<file path="src/sv/ctlt_pkg.sv">
`default_nettype none

package ctlt_pkg;

  localparam int unsigned LINE_BYTES_DEF = 512;

  localparam logic [2:0] PH_NAME = 3'd0;
  localparam logic [2:0] PH_ARGS = 3'd1;
  localparam logic [2:0] PH_CR   = 3'd2;
  localparam logic [2:0] PH_DONE = 3'd3;
  localparam logic [2:0] PH_BAD  = 3'd4;

  localparam logic FUNC_FEED    = 1'b0;
  localparam logic FUNC_RESTART = 1'b1;

  localparam logic [7:0] CH_NUL   = 8'h00;
  localparam logic [7:0] CH_TAB   = 8'h09;
  localparam logic [7:0] CH_LF    = 8'h0A;
  localparam logic [7:0] CH_CR    = 8'h0D;
  localparam logic [7:0] CH_SPACE = 8'h20;

  typedef struct packed {
    logic [2:0] phase;
    logic [2:0] prev_phase;
    logic       arg_one_valid;
    logic       arg_two_valid;
  } ctlt_ctrl_t;

endpackage

`default_nettype wire

</file>
<file path="src/sv/ctlt_in_if.sv">
`default_nettype none

interface ctlt_in_if;
  logic       valid;
  logic       ready;
  logic       func;
  logic [7:0] in_byte;

  modport source (output valid, output func, output in_byte, input ready);
  modport sink   (input valid, input func, input in_byte, output ready);
endinterface

`default_nettype wire

</file>
<file path="src/sv/ctlt_out_if.sv">
`default_nettype none

interface ctlt_out_if #(
  parameter int unsigned LINE_BYTES = ctlt_pkg::LINE_BYTES_DEF
);
  localparam int unsigned IdxW = $clog2(LINE_BYTES);
  localparam int unsigned CntW = $clog2(LINE_BYTES + 1);

  logic            valid;
  logic            ready;
  logic [2:0]      phase;
  logic            store_valid;
  logic [IdxW-1:0] store_index;
  logic [7:0]      store_byte;
  logic            clear_before;
  logic            first_arg_present;
  logic [IdxW-1:0] first_arg_offset;
  logic            second_arg_present;
  logic [IdxW-1:0] second_arg_offset;
  logic [CntW-1:0] line_length;
  logic            overflow;

  modport source (
    output valid, output phase, output store_valid, output store_index,
    output store_byte, output clear_before, output first_arg_present,
    output first_arg_offset, output second_arg_present, output second_arg_offset,
    output line_length, output overflow, input ready
  );
  modport sink (
    input valid, input phase, input store_valid, input store_index,
    input store_byte, input clear_before, input first_arg_present,
    input first_arg_offset, input second_arg_present, input second_arg_offset,
    input line_length, input overflow, output ready
  );
endinterface

`default_nettype wire

</file>
<file path="src/sv/text_command_line_tokenizer_core.sv">
`default_nettype none

// Command line tokenizer: takes one byte (or a restart) per transfer on in_i and returns
// one result per byte on res_o via an input register and a result register. One byte per
// cycle is sustained while res_o is not stalled, as the phase, length and argument registers
// update once per byte; the two registers let both sides stall independently.
module text_command_line_tokenizer_core #(
  parameter int unsigned LINE_BYTES = ctlt_pkg::LINE_BYTES_DEF
) (
  input  wire logic clk_i,
  input  wire logic rst_ni,
  ctlt_in_if.sink   in_i,
  ctlt_out_if.source res_o
);
  import ctlt_pkg::*;

  localparam int unsigned IdxW = $clog2(LINE_BYTES);
  localparam int unsigned CntW = $clog2(LINE_BYTES + 1);

  logic            s1_valid_q;
  logic            s1_func_q;
  logic [7:0]      s1_byte_q;
  logic            out_valid_q;
  logic            adv;
  logic            in_rdy;

  ctlt_ctrl_t      ctrl_q, ctrl_d;
  logic [CntW-1:0] count_q, count_d;
  logic [IdxW-1:0] a1_q, a1_d;
  logic [IdxW-1:0] a2_q, a2_d;

  logic            st_valid_d, st_valid_q;
  logic [IdxW-1:0] st_index_d, st_index_q;
  logic [7:0]      st_byte_d, st_byte_q;
  logic            clr_d, clr_q;
  logic            ovf_d, ovf_q;

  assign adv    = !out_valid_q || res_o.ready;
  assign in_rdy = !s1_valid_q || adv;
  assign in_i.ready = in_rdy;

  always_ff @(posedge clk_i or negedge rst_ni) begin
    if (!rst_ni) begin
      s1_valid_q <= 1'b0;
    end else if (in_rdy) begin
      s1_valid_q <= in_i.valid;
    end
  end

  always_ff @(posedge clk_i) begin
    if (in_rdy && in_i.valid) begin
      s1_func_q <= in_i.func;
      s1_byte_q <= in_i.in_byte;
    end
  end

  ctlt_step #(.LINE_BYTES(LINE_BYTES)) u_step (
    .func_i         (s1_func_q),
    .byte_i         (s1_byte_q),
    .ctrl_i         (ctrl_q),
    .count_i        (count_q),
    .arg_one_start_i(a1_q),
    .arg_two_start_i(a2_q),
    .ctrl_o         (ctrl_d),
    .count_o        (count_d),
    .arg_one_start_o(a1_d),
    .arg_two_start_o(a2_d),
    .store_valid_o  (st_valid_d),
    .store_index_o  (st_index_d),
    .store_byte_o   (st_byte_d),
    .clear_before_o (clr_d),
    .overflow_o     (ovf_d)
  );

  always_ff @(posedge clk_i or negedge rst_ni) begin
    if (!rst_ni) begin
      ctrl_q      <= '{phase: PH_NAME, prev_phase: PH_NAME,
                       arg_one_valid: 1'b0, arg_two_valid: 1'b0};
      count_q     <= '0;
      a1_q        <= '0;
      a2_q        <= '0;
      out_valid_q <= 1'b0;
    end else if (adv) begin
      out_valid_q <= s1_valid_q;
      if (s1_valid_q) begin
        ctrl_q  <= ctrl_d;
        count_q <= count_d;
        a1_q    <= a1_d;
        a2_q    <= a2_d;
      end
    end
  end

  always_ff @(posedge clk_i) begin
    if (adv && s1_valid_q) begin
      st_valid_q <= st_valid_d;
      st_index_q <= st_index_d;
      st_byte_q  <= st_byte_d;
      clr_q      <= clr_d;
      ovf_q      <= ovf_d;
    end
  end

  // state registers hold the post-update values of the last transfer
  assign res_o.valid              = out_valid_q;
  assign res_o.phase              = ctrl_q.phase;
  assign res_o.store_valid        = st_valid_q;
  assign res_o.store_index        = st_index_q;
  assign res_o.store_byte         = st_byte_q;
  assign res_o.clear_before       = clr_q;
  assign res_o.first_arg_present  = ctrl_q.arg_one_valid;
  assign res_o.first_arg_offset   = a1_q;
  assign res_o.second_arg_present = ctrl_q.arg_two_valid;
  assign res_o.second_arg_offset  = a2_q;
  assign res_o.line_length        = count_q;
  assign res_o.overflow           = ovf_q;

endmodule

`default_nettype wire

</file>
<file path="src/sv/ctlt_step.sv">
`default_nettype none

module ctlt_step #(
  parameter int unsigned LINE_BYTES = ctlt_pkg::LINE_BYTES_DEF,
  localparam int unsigned IdxW = $clog2(LINE_BYTES),
  localparam int unsigned CntW = $clog2(LINE_BYTES + 1)
) (
  input  wire logic                func_i,
  input  wire logic [7:0]          byte_i,
  input  wire ctlt_pkg::ctlt_ctrl_t ctrl_i,
  input  wire logic [CntW-1:0]     count_i,
  input  wire logic [IdxW-1:0]     arg_one_start_i,
  input  wire logic [IdxW-1:0]     arg_two_start_i,
  output      ctlt_pkg::ctlt_ctrl_t ctrl_o,
  output      logic [CntW-1:0]     count_o,
  output      logic [IdxW-1:0]     arg_one_start_o,
  output      logic [IdxW-1:0]     arg_two_start_o,
  output      logic                store_valid_o,
  output      logic [IdxW-1:0]     store_index_o,
  output      logic [7:0]          store_byte_o,
  output      logic                clear_before_o,
  output      logic                overflow_o
);
  import ctlt_pkg::*;

  logic            stored;
  logic [IdxW-1:0] pos;
  logic [7:0]      val;
  logic            wr_clear;
  logic            reset_after;
  logic            is_sp;
  logic            is_cr;
  ctlt_ctrl_t      nc;
  logic [IdxW-1:0] n_a1;
  logic [IdxW-1:0] n_a2;

  assign stored = count_i < CntW'(LINE_BYTES);
  assign pos    = count_i[IdxW-1:0];
  assign is_sp  = byte_i == CH_SPACE;
  assign is_cr  = byte_i == CH_CR;

  always_comb begin
    nc          = ctrl_i;
    n_a1        = arg_one_start_i;
    n_a2        = arg_two_start_i;
    val         = byte_i;
    wr_clear    = 1'b0;
    reset_after = 1'b0;
    unique case (ctrl_i.phase)
      PH_NAME: begin
        if (is_sp) begin
          nc.prev_phase = ctrl_i.phase;
          nc.phase      = PH_ARGS;
          val           = CH_NUL;
        end else if (is_cr) begin
          nc.phase = PH_CR;
          val      = CH_NUL;
        end
      end
      PH_CR: begin
        if (byte_i == CH_LF) begin
          if (ctrl_i.prev_phase == PH_BAD) begin
            nc.phase    = PH_NAME;
            reset_after = 1'b1;
          end else begin
            nc.phase = PH_DONE;
            val      = CH_NUL;
            wr_clear = stored && (pos != '0);
          end
        end else begin
          nc.phase = PH_BAD;
        end
        nc.prev_phase = PH_CR;
      end
      PH_ARGS: begin
        if (!is_sp && byte_i != CH_TAB && !is_cr && ctrl_i.prev_phase == PH_NAME) begin
          if (stored) begin
            if (!ctrl_i.arg_one_valid) begin
              nc.arg_one_valid = 1'b1;
              n_a1             = pos;
            end else begin
              nc.arg_two_valid = 1'b1;
              n_a2             = pos;
            end
          end
          nc.prev_phase = PH_ARGS;
        end else if (is_sp && ctrl_i.prev_phase == PH_ARGS) begin
          nc.prev_phase = PH_NAME;
          val           = CH_NUL;
        end else if (is_cr) begin
          nc.prev_phase = PH_ARGS;
          nc.phase      = PH_CR;
        end
      end
      PH_BAD: begin
        nc.prev_phase = PH_BAD;
        nc.phase      = is_cr ? PH_CR : PH_BAD;
      end
      default: ;
    endcase
  end

  always_comb begin
    ctrl_o          = nc;
    count_o         = stored ? count_i + CntW'(1) : count_i;
    arg_one_start_o = n_a1;
    arg_two_start_o = n_a2;
    store_valid_o   = stored;
    store_index_o   = stored ? pos : '0;
    store_byte_o    = stored ? val : CH_NUL;
    clear_before_o  = wr_clear;
    overflow_o      = !stored;
    if (reset_after) begin
      ctrl_o.arg_one_valid = 1'b0;
      ctrl_o.arg_two_valid = 1'b0;
      count_o              = '0;
      arg_one_start_o      = '0;
      arg_two_start_o      = '0;
    end
    if (func_i == FUNC_RESTART) begin
      ctrl_o          = '{phase: PH_NAME, prev_phase: PH_NAME,
                          arg_one_valid: 1'b0, arg_two_valid: 1'b0};
      count_o         = '0;
      arg_one_start_o = '0;
      arg_two_start_o = '0;
      store_valid_o   = 1'b0;
      store_index_o   = '0;
      store_byte_o    = CH_NUL;
      clear_before_o  = 1'b0;
      overflow_o      = 1'b0;
    end
  end

endmodule

`default_nettype wire

</file>
<file path="src/flat_wrapper.sv">
// flat-port wrapper written by rule: the top's interface ports become plain ports
module text_command_line_tokenizer_core_flat import ctlt_pkg::*;
#(
  parameter int unsigned LINE_BYTES = ctlt_pkg::LINE_BYTES_DEF
)
  (clk_i, rst_ni, in_i_valid, in_i_func, in_i_in_byte, in_i_ready, res_o_valid, res_o_phase, res_o_store_valid, res_o_store_index, res_o_store_byte, res_o_clear_before, res_o_first_arg_present, res_o_first_arg_offset, res_o_second_arg_present, res_o_second_arg_offset, res_o_line_length, res_o_overflow, res_o_ready);
  ctlt_in_if in_i_i ();
  ctlt_out_if #(.LINE_BYTES(LINE_BYTES)) res_o_i ();
  input  wire logic clk_i;
  input  wire logic rst_ni;
  input wire logic [$bits(in_i_i.valid)-1:0] in_i_valid;
  input wire logic [$bits(in_i_i.func)-1:0] in_i_func;
  input wire logic [$bits(in_i_i.in_byte)-1:0] in_i_in_byte;
  output wire logic [$bits(in_i_i.ready)-1:0] in_i_ready;
  output wire logic [$bits(res_o_i.valid)-1:0] res_o_valid;
  output wire logic [$bits(res_o_i.phase)-1:0] res_o_phase;
  output wire logic [$bits(res_o_i.store_valid)-1:0] res_o_store_valid;
  output wire logic [$bits(res_o_i.store_index)-1:0] res_o_store_index;
  output wire logic [$bits(res_o_i.store_byte)-1:0] res_o_store_byte;
  output wire logic [$bits(res_o_i.clear_before)-1:0] res_o_clear_before;
  output wire logic [$bits(res_o_i.first_arg_present)-1:0] res_o_first_arg_present;
  output wire logic [$bits(res_o_i.first_arg_offset)-1:0] res_o_first_arg_offset;
  output wire logic [$bits(res_o_i.second_arg_present)-1:0] res_o_second_arg_present;
  output wire logic [$bits(res_o_i.second_arg_offset)-1:0] res_o_second_arg_offset;
  output wire logic [$bits(res_o_i.line_length)-1:0] res_o_line_length;
  output wire logic [$bits(res_o_i.overflow)-1:0] res_o_overflow;
  input wire logic [$bits(res_o_i.ready)-1:0] res_o_ready;
  assign in_i_i.valid = in_i_valid;
  assign in_i_i.func = in_i_func;
  assign in_i_i.in_byte = in_i_in_byte;
  assign in_i_ready = in_i_i.ready;
  assign res_o_valid = res_o_i.valid;
  assign res_o_phase = res_o_i.phase;
  assign res_o_store_valid = res_o_i.store_valid;
  assign res_o_store_index = res_o_i.store_index;
  assign res_o_store_byte = res_o_i.store_byte;
  assign res_o_clear_before = res_o_i.clear_before;
  assign res_o_first_arg_present = res_o_i.first_arg_present;
  assign res_o_first_arg_offset = res_o_i.first_arg_offset;
  assign res_o_second_arg_present = res_o_i.second_arg_present;
  assign res_o_second_arg_offset = res_o_i.second_arg_offset;
  assign res_o_line_length = res_o_i.line_length;
  assign res_o_overflow = res_o_i.overflow;
  assign res_o_i.ready = res_o_ready;
  text_command_line_tokenizer_core #(.LINE_BYTES(LINE_BYTES)) u_core (.clk_i(clk_i), .rst_ni(rst_ni), .in_i(in_i_i), .res_o(res_o_i));
endmodule
</file>
<file path="config.mk">
export PLATFORM = sky130hd
export DESIGN_NAME = text_command_line_tokenizer_core_flat
export DESIGN_NICKNAME = d
export VERILOG_FILES = /design/src/sv/ctlt_pkg.sv /design/src/sv/ctlt_in_if.sv /design/src/sv/ctlt_out_if.sv /design/src/sv/text_command_line_tokenizer_core.sv /design/src/sv/ctlt_step.sv /design/src/flat_wrapper.sv
export SDC_FILE = /design/constraint.sdc
export NUM_CORES = 1
export LEC_CHECK = 0
export BUFFER_PORTS_ARGS = -buffer_cell sky130_fd_sc_hd__buf_2
export CORE_UTILIZATION = 42
export CTS_BUF_LIST = sky130_fd_sc_hd__clkbuf_16
export DETAILED_ROUTE_END_ITERATION = 16
export HOLD_SLACK_MARGIN = 0.06
export PLACE_DENSITY = 0.74
export SLEW_MARGIN = 20
export SYNTH_ARGS = -nofsm -noshare
export SYNTH_HDL_FRONTEND = slang
export SYNTH_SLANG_ARGS = --single-unit
</file>
<file path="constraint.sdc">
create_clock -name clk_i -period 7.1 [get_ports clk_i]
set_input_delay 1.42 -clock clk_i [delete_from_list [all_inputs] [get_ports clk_i]]
set_output_delay 1.42 -clock clk_i [all_outputs]
set_load 0.02 [all_outputs]
</file>
==> results.cfg, run 1 <==
[status]
status = finished clean

[synthesis]
yosysSeqAreaShare = 0.5803
synth_area_um2 = 3139
synthTopCellsByArea = dfrtp_1 (30%), edfxtp_1 (28%), a22o_1 (5.0%), nor2_1 (2.5%), nor3_1 (2.2%)
synth_top_area_frac = 0.3029
avgSynthCellArea_um2 = 11.29
synth_flop_cell = dfrtp_1
synth_edf_count = 29
ys_seq_elements = 67
synth_nets = 293
synthArstFlopShare = 0.5672
synth_top_cell_by_area = dfrtp_1
ys_warn_count = 0
synth.distinct_cells = 53
syn_inst = 278

[timing]
finalHoldViolCount = 0
timing.fmax_ghz = 0.3038
slew_headroom = 0.4202
tns_ns = 0
rsz0062_at_grt = false
fin_crit_sh = 0.4637
setup_viol = 0
slew_viol_final = 0
finClkSkew_ns = 0.008834
setup_slack_ns = 3.808
worst_pin_slew_ns = 0.8696
finalCriticalPeriod_ns = 3.292
holdWs_ns = 0.4998

[clocking]
clock_latency_ns = 0.33
root_buffer = clkbuf_16
clkTransAtPathRegs_ns = 0.05
clock_sinks = 67
numCtsBuffers = 9
cts_setup_buffers = 0
tritoncts = built
cts_buffer_depth = 2
cts-resized-gates = 0
cts_hold_buf = 0
cts_max_level = 3

[floorplanning]
num_rows = 31
dieArea_um2 = 7824
die_w_um = 88.46
floorplan.initialDensity = 0.4328
coreArea_um2 = 7253
io_pins = 68
die_h_um = 88.46

[place]
globalplace.congestion = 0.8576
place_inst = 420
dp_slack_ns = 3.503
hpwl_um = 4680
placed_cell_area_um2 = 3495
numPortBuffers = 67

[layout]
post-route-util = 0.5239
register_area_um2 = 1822
final_layout_size_suffix_gt1_frac = 0.2760
multi_input_area_um2 = 1184
final_cell_mix = buf_2 (67), dfrtp_1 (38), edfxtp_1 (29)
num_antenna_cells = 0
fin_nets = 347
layout.cells.non_filler = 436
design_area_um2 = 3800
area_growth_pct = 21.04
final_common_cell = buf_2
fillers = 646

[global_route]
grt_pass1_vias = 2116
grt_start_max_net_pins = 39
grt-ovfl-total = 0
grt_pass1_wl_um = 10760
grt.total_usage = 0.1825
antenna_found_initial = 0

[drt]
drc = 0
wl_per_cell_um = 15.84
dr.first_iter.drc_count = 224
vias = 2398
viasPerCell = 5.500
ant_nets = 0
drt-total-wl_um = 6908
dr.pass1.iters = 4

[worst_setup_path]
path_class = input port to flop
critPathLaunchType = input port
cp.arrival_ns = 3.51
cpLargestDelayFamily = buffers and inverters
worstSetupEndpointType = flop
rrSetupSlack_ns = 4.48
cp_slowest_stage_delay_ns = 0.45
critPathBufInv = 3
cp_max_fo = 21
crit_path_top_delay_cell = inv_1
worstPathCellList = buf_2, nand2b_1, nand2_1, inv_1, buf_4, o211ai_1, a41oi_1, mux2_2
critPathRequiredTime_ns = 7.31

[pwr]
leakagePower_nw = 1.700
cellPowerDensity_nw_per_um2 = 282.8
peakVddDrop_v = 0.0001406
finalPower_mw = 1.075

[hold_path]
hold_path.class = flop to flop

[run]
cap_violations = 0
==> final timing paths <==
path / start / endpoint / cells after the start
worst max-delay path: res_o_ready / u_core.ctrl_q[3] / 8
worst min-delay path: u_core.s1_valid_q / u_core.res_o.valid / 1
worst max register to register: u_core.res_o.phase[1] / u_core.res_o.second_arg_offset[3] / 4
worst min register to register: u_core.s1_valid_q / u_core.res_o.valid / 1
max in group asynchronous: rst_ni / u_core.res_o.phase[1] / 1
min in group asynchronous: rst_ni / u_core.res_o.first_arg_offset[8] / 1
==> area by class of cell <==
class                      instances  area share
clock inverter                     6     0.01449
inverter                           6    0.005927
timing repair buffer              68     0.09022
clock buffer                      10     0.06585
tap                               99     0.03260
sequential                        67      0.4794
multi-input combinational        180      0.3115
==> cells in the mapped netlist (4+ instances only) <==
cell      instances
dfrtp_1          38
edfxtp_1         29
nand3_1           7
a21oi_1           9
nor4_1            4
buf_2             5
o21ai_0          11
and3_1            5
nor2_1           21
a22o_1           18
and2_1           10
nand2b_1          7
clkbuf_1         17
inv_1             6
nor3_1           14
a31oi_1           4
nand2_1          18
==> per-layer routing <==
layer / global-route usage / vias to the layer above / wire length [µm]
met2: 0.2601 / 77 / 3117
met3: 0.04384 / 10 / 430
met1: 0.2651 / 1168 / 3259
met4: 0.07771 / 0 / 100
met5: 0 / - / 0
li1: - / 1143 / -
==> worst reg2reg max path, stage by stage, from the launching register on <==
cell and delay, ns:
dfrtp_1 0.61, or3b_1 0.50, o31ai_2 0.68, o211ai_2 0.38, a22o_1 0.33
==> state kept, by name, summed over array words and instances, names as in the netlist <==
register / count
u_core.res_o.line_length: 10
u_core.res_o.first_arg_offset: 9
u_core.res_o.second_arg_offset: 9
u_core.res_o.store_index: 9
u_core.res_o.store_byte: 8
u_core.s1_byte_q: 8
u_core.ctrl_q: 3
u_core.res_o.phase: 3
u_core.res_o.clear_before: 1
u_core.res_o.first_arg_present: 1
u_core.res_o.overflow: 1
u_core.res_o.second_arg_present: 1
u_core.res_o.store_valid: 1
u_core.res_o.valid: 1
u_core.s1_func_q: 1
u_core.s1_valid_q: 1
==> report_power, final <==
| group | total [mW] | internal, mW | switching [mW] | leakage (nW) |
|---|---|---|---|---|
| Clock | 0.445 | 0.289 | 0.157 | 0.158 |
| Sequential | 0.480 | 0.437 | 0.0428 | 0.806 |
| Combinational | 0.150 | 0.0539 | 0.0959 | 0.736 |
| Total | 1.07 | 0.779 | 0.295 | 1.70 |
==> kinds of logic after synthesis <==
group | Yosys count | share of synthesized area
adders and majority gates | 3 | 0.01116
buffers and inverters | 31 | 0.04264
AOI/OAI and AO/OA | 60 | 0.1471
and+or+nand+nor | 110 | 0.1949
DFF | 67 | 0.5803
muxes | 7 | 0.02391
Note: power is estimated with default switching activity, not from simulation.
==> inputs of run 2 (changes only) <==
==> constraint.sdc (replaced) <==
create_clock -name clk_i -period 3.3 [get_ports clk_i]
set_input_delay 0.66 -clock clk_i [delete_from_list [all_inputs] [get_ports clk_i]]
set_output_delay 0.66 -clock clk_i [all_outputs]
set_load 0.02 [all_outputs]
==> results.cfg, run 2 (synthesis gave the netlist of run 1 again) <==
[worst_setup_path]
cp_max_fo = 13
critPathLaunchType = flop
cp_slowest_stage_delay_ns = 0.72
regToRegStartpoint = u_core.res_o.phase[1]
worstSetupEndpointType = flop
rrSetupSlack_ns = 0.73
cp.arrival_ns = 2.64
crit_path_top_delay_cell = or4b_2
worstPathCellList = or4b_2, or4_4, a221oi_2, nand2_1, and3_1
critPathBufInv = 0
cpLargestDelayFamily = simple AND/OR/NAND/NOR gates
path_class = flop to flop
critPathRequiredTime_ns = 3.37
crit_start = u_core.res_o.phase[1]

[layout]
num_antenna_cells = 0
final_cell_mix = buf_2 (67), dfrtp_1 (38), edfxtp_1 (29)
multi_input_area_um2 = 1184
final_common_cell = buf_2
fin_nets = 350
area_growth_pct = 22.84
largest_reg_flops = 10
layout.cells.non_filler = 439
register_area_um2 = 1822
fillers = 639
final_layout_size_suffix_gt1_frac = 0.2912

[timing]
worst_pin_slew_ns = 0.8236
slew_viol_final = 0
fin_crit_sh = 0.7774
rsz0062_at_grt = false
setup_viol = 0
slew_headroom = 0.4509
finClkSkew_ns = 0.004815
finalCriticalPeriod_ns = 2.566
finalHoldViolCount = 0
tns_ns = 0
timing.fmax_ghz = 0.3898

[status]
status = finished clean

[clocking]
cts-resized-gates = 0
clkTransAtPathRegs_ns = 0.06
cts_max_level = 3
numCtsBuffers = 9
cts_setup_buffers = 0
tritoncts = built
cts_buffer_depth = 2
cts_hold_buf = 0
root_buffer = clkbuf_16
clock_latency_ns = 0.32
clock_sinks = 67

[floorplanning]
floorplan.initialDensity = 0.4328
coreArea_um2 = 7253
die_h_um = 88.46
io_pins = 68
num_rows = 31
dieArea_um2 = 7824
die_w_um = 88.46

[place]
globalplace.congestion = 0.8999
hpwl_um = 4668
numPortBuffers = 67
place_inst = 423

[pwr]
finalPower_mw = 2.394
cellPowerDensity_nw_per_um2 = 620.9
peakVddDrop_v = 0.0003347
leakagePower_nw = 1.719

[global_route]
grt-ovfl-total = 0
grt.total_usage = 0.1814
grt_start_max_net_pins = 39
grt_pass1_vias = 2121
grt_pass1_wl_um = 10700
antenna_found_initial = 0

[drt]
ant_nets = 0
wl_per_cell_um = 15.30
viasPerCell = 5.572
drt-total-wl_um = 6716
vias = 2446
dr.pass1.iters = 5
dr.first_iter.drc_count = 267
drc = 0

[run]
cap_violations = 0

[hold_path]
hold_path.class = input port to asynchronous set/reset pin
[run 2: path summary, 6_finish.rpt]
check	depth (start not counted)	end
min in group clk_i	1	u_core.res_o.valid
max in group asynchronous	1	u_core.res_o.line_length[5]
worst max-delay path	5	u_core.res_o.store_byte[0]
worst min-delay path	1	u_core.res_o.first_arg_offset[6]
worst min register to register	1	u_core.res_o.valid
worst max register to register	5	u_core.res_o.store_byte[0]
[run 2: final cells by class]
type	instances	area share
flip-flops and latches	67	0.4724
multi-input cells	180	0.3069
repair buffers	71	0.09474
clock buffers	11	0.07138
well taps	99	0.03212
clock inverters	5	0.01655
inverters	6	0.005840
[run 2: metal layers]
metal,vias up,track usage,part of all wire
li1,1147,-,-
met3,11,0.04664,0.073
met1,1173,0.2607,0.45
met5,-,0,0
met4,0,0.06745,0.016
met2,115,0.2643,0.47
[run 2: stage by stage]
step | hold WS, ns | cell area (µm²) | util | worst slack, ns
finish | 0.4288 | 3856 | 0.5317 | 0.7345
detailed placement | 0.4900 | 3517 | 0.4849 | 0.7592
floorplan | 0.3644 | 3139 | - | 0.7797
CTS | 0.4604 | 3856 | 0.5317 | 0.7487
global route | 0.5100 | 3856 | 0.5317 | 0.6198
global placement | 0.4801 | 3517 | 0.4849 | 0.8245
[run 2: power breakdown]
part / total [mW] / switching, mW / internal [mW]
Sequential: 1.03 / 0.0918 / 0.939
Combinational: 0.328 / 0.208 / 0.119
Clock: 1.04 / 0.353 / 0.682
==> inputs of run 3 (changes only) <==
==> constraint.sdc (replaced) <==
create_clock -name clk_i -period 2.6 [get_ports clk_i]
set_input_delay 0.52 -clock clk_i [delete_from_list [all_inputs] [get_ports clk_i]]
set_output_delay 0.52 -clock clk_i [all_outputs]
set_load 0.02 [all_outputs]
==> results.cfg, run 3 (synthesis gave the netlist of run 1 again) <==
[clocking]
cts_hold_buf = 0
tritoncts = built
cts_buffer_depth = 2
clkTransAtPathRegs_ns = 0.06
cts_max_level = 3
root_buffer = clkbuf_16
clock_latency_ns = 0.33
cts_setup_buffers = 0
clock_sinks = 67
cts-resized-gates = 0
numCtsBuffers = 9

[layout]
num_antenna_cells = 0
fin_nets = 356
fillers = 650
area_growth_pct = 23.04
design_area_um2 = 3862
final_common_cell = buf_2
final_layout_size_suffix_gt1_frac = 0.3035
register_area_um2 = 1822
largest_reg_flops = 10
final_cell_mix = buf_2 (67), dfrtp_1 (38), edfxtp_1 (29)
multi_input_area_um2 = 1184

[pwr]
p_sw_mw = 0.8333
finalPower_mw = 2.933
p_int_mw = 2.099
switching_share = 0.2841
clkPwrFrac = 0.408
p_comb_frac = 0.150
cellPowerDensity_nw_per_um2 = 759.2
p_seq_frac = 0.443
leakagePower_nw = 1.735
peakVddDrop_v = 0.0003965

[drt]
drc = 0
ant_nets = 0
dr.pass1.iters = 4
vias = 2398
viasPerCell = 5.389
drt-total-wl_um = 6861
dr.first_iter.drc_count = 250
wl_per_cell_um = 15.42

[floorplanning]
num_rows = 31
io_pins = 68
die_w_um = 88.46
die_h_um = 88.46
coreArea_um2 = 7253
floorplan.initialDensity = 0.4328
dieArea_um2 = 7824

[worst_setup_path]
worstReg2RegEnd = u_core.res_o.store_byte[2]
critPathRequiredTime_ns = 2.68
crit_start = u_core.ctrl_q[3]
critPathLaunchType = flop
cp.arrival_ns = 2.46
path_class = flop to flop
worstSetupEndpointType = flop
critPathCapture = u_core.res_o.store_byte[2]
ff2ff_path_depth = 5
regToRegStartpoint = u_core.ctrl_q[3]
rrSetupSlack_ns = 0.22
cp_max_fo = 6

[global_route]
grt_pass1_wl_um = 10570
grt-ovfl-total = 0
grt_pass1_vias = 2084
grt.total_usage = 0.1796
grt_start_max_net_pins = 39
antenna_found_initial = 0

[timing]
finClkSkew_ns = 0.007456
holdWs_ns = 0.3015
fin_crit_sh = 0.9143
slew_headroom = 0.4246
tns_ns = 0
slew_viol_final = 0
finalCriticalPeriod_ns = 2.377
timing.fmax_ghz = 0.4207
worst_pin_slew_ns = 0.8630
finalHoldViolCount = 0
rsz0062_at_grt = false
setup_viol = 0

[status]
status = finished clean

[place]
numPortBuffers = 67
placed_cell_area_um2 = 3562
globalplace.congestion = 0.8954
hpwl_um = 4726

[run]
cap_violations = 0

[hold_path]
hold_path.class = input port to asynchronous set/reset pin
-- run 3: worst max-delay path, stage by stage (launching register included) --
cell	delay, ns
dfrtp_1	0.42
or4b_2	0.65
or4_4	0.46
a221oi_2	0.31
nand2_1	0.11
and3_1	0.19
-- run 3: per-layer routing --
layer  GRT usage  up-vias  share of wire
met5           0        -              0
li1            -     1162              -
met4     0.08504        0         0.0069
met2      0.2636       94           0.46
met3     0.02799        7          0.053
met1      0.2607     1135           0.48
-- run 3: worst min-delay path by stage --
| stage | endpoint | slack [ns] | depth (start not counted) |
|---|---|---|---|
| after floorplan | u_core.ctrl_q[2] | 0.22 | 0 |
| after global placement | u_core.res_o.valid | 0.48 | 1 |
| after detailed placement | u_core.res_o.valid | 0.48 | 1 |
| after CTS | u_core.res_o.first_arg_offset[4] | 0.32 | 1 |
| after global routing | u_core.s1_byte_q[5] | 0.36 | 1 |
| final | u_core.res_o.second_arg_offset[8] | 0.30 | 1 |
-- run 3: metrics by stage --
| stage | util | instances | worst slack [ns] |
|---|---|---|---|
| floorplan | - | 278 | 0.2197 |
| global placement | 0.4911 | 429 | 0.2746 |
| detailed placement | 0.4911 | 429 | 0.2189 |
| CTS | 0.5325 | 445 | 0.2109 |
| global route | 0.5325 | 445 | 0.1111 |
| finish | 0.5325 | 445 | 0.2229 |
-- run 3: power groups by stage --
stage,Clock (mW),Sequential (mW),Combinational [mW]
after global routing,1.26,1.31,0.487
after floorplan,0,1.33,0.274
after detailed placement,0,1.31,0.440
after CTS,1.22,1.30,0.441
final,1.20,1.30,0.439
after global placement,0,1.31,0.431
-- run 3: final cells by class --
| class | instances | share of cell area |
|---|---|---|
| Multi-Input combinational cell | 180 | 0.3064 |
| Clock buffer | 9 | 0.05831 |
| Clock inverter | 7 | 0.01944 |
| Timing Repair Buffer | 77 | 0.1063 |
| Tap cell | 99 | 0.03207 |
| Sequential cell | 67 | 0.4717 |
| Inverter | 6 | 0.005831 |
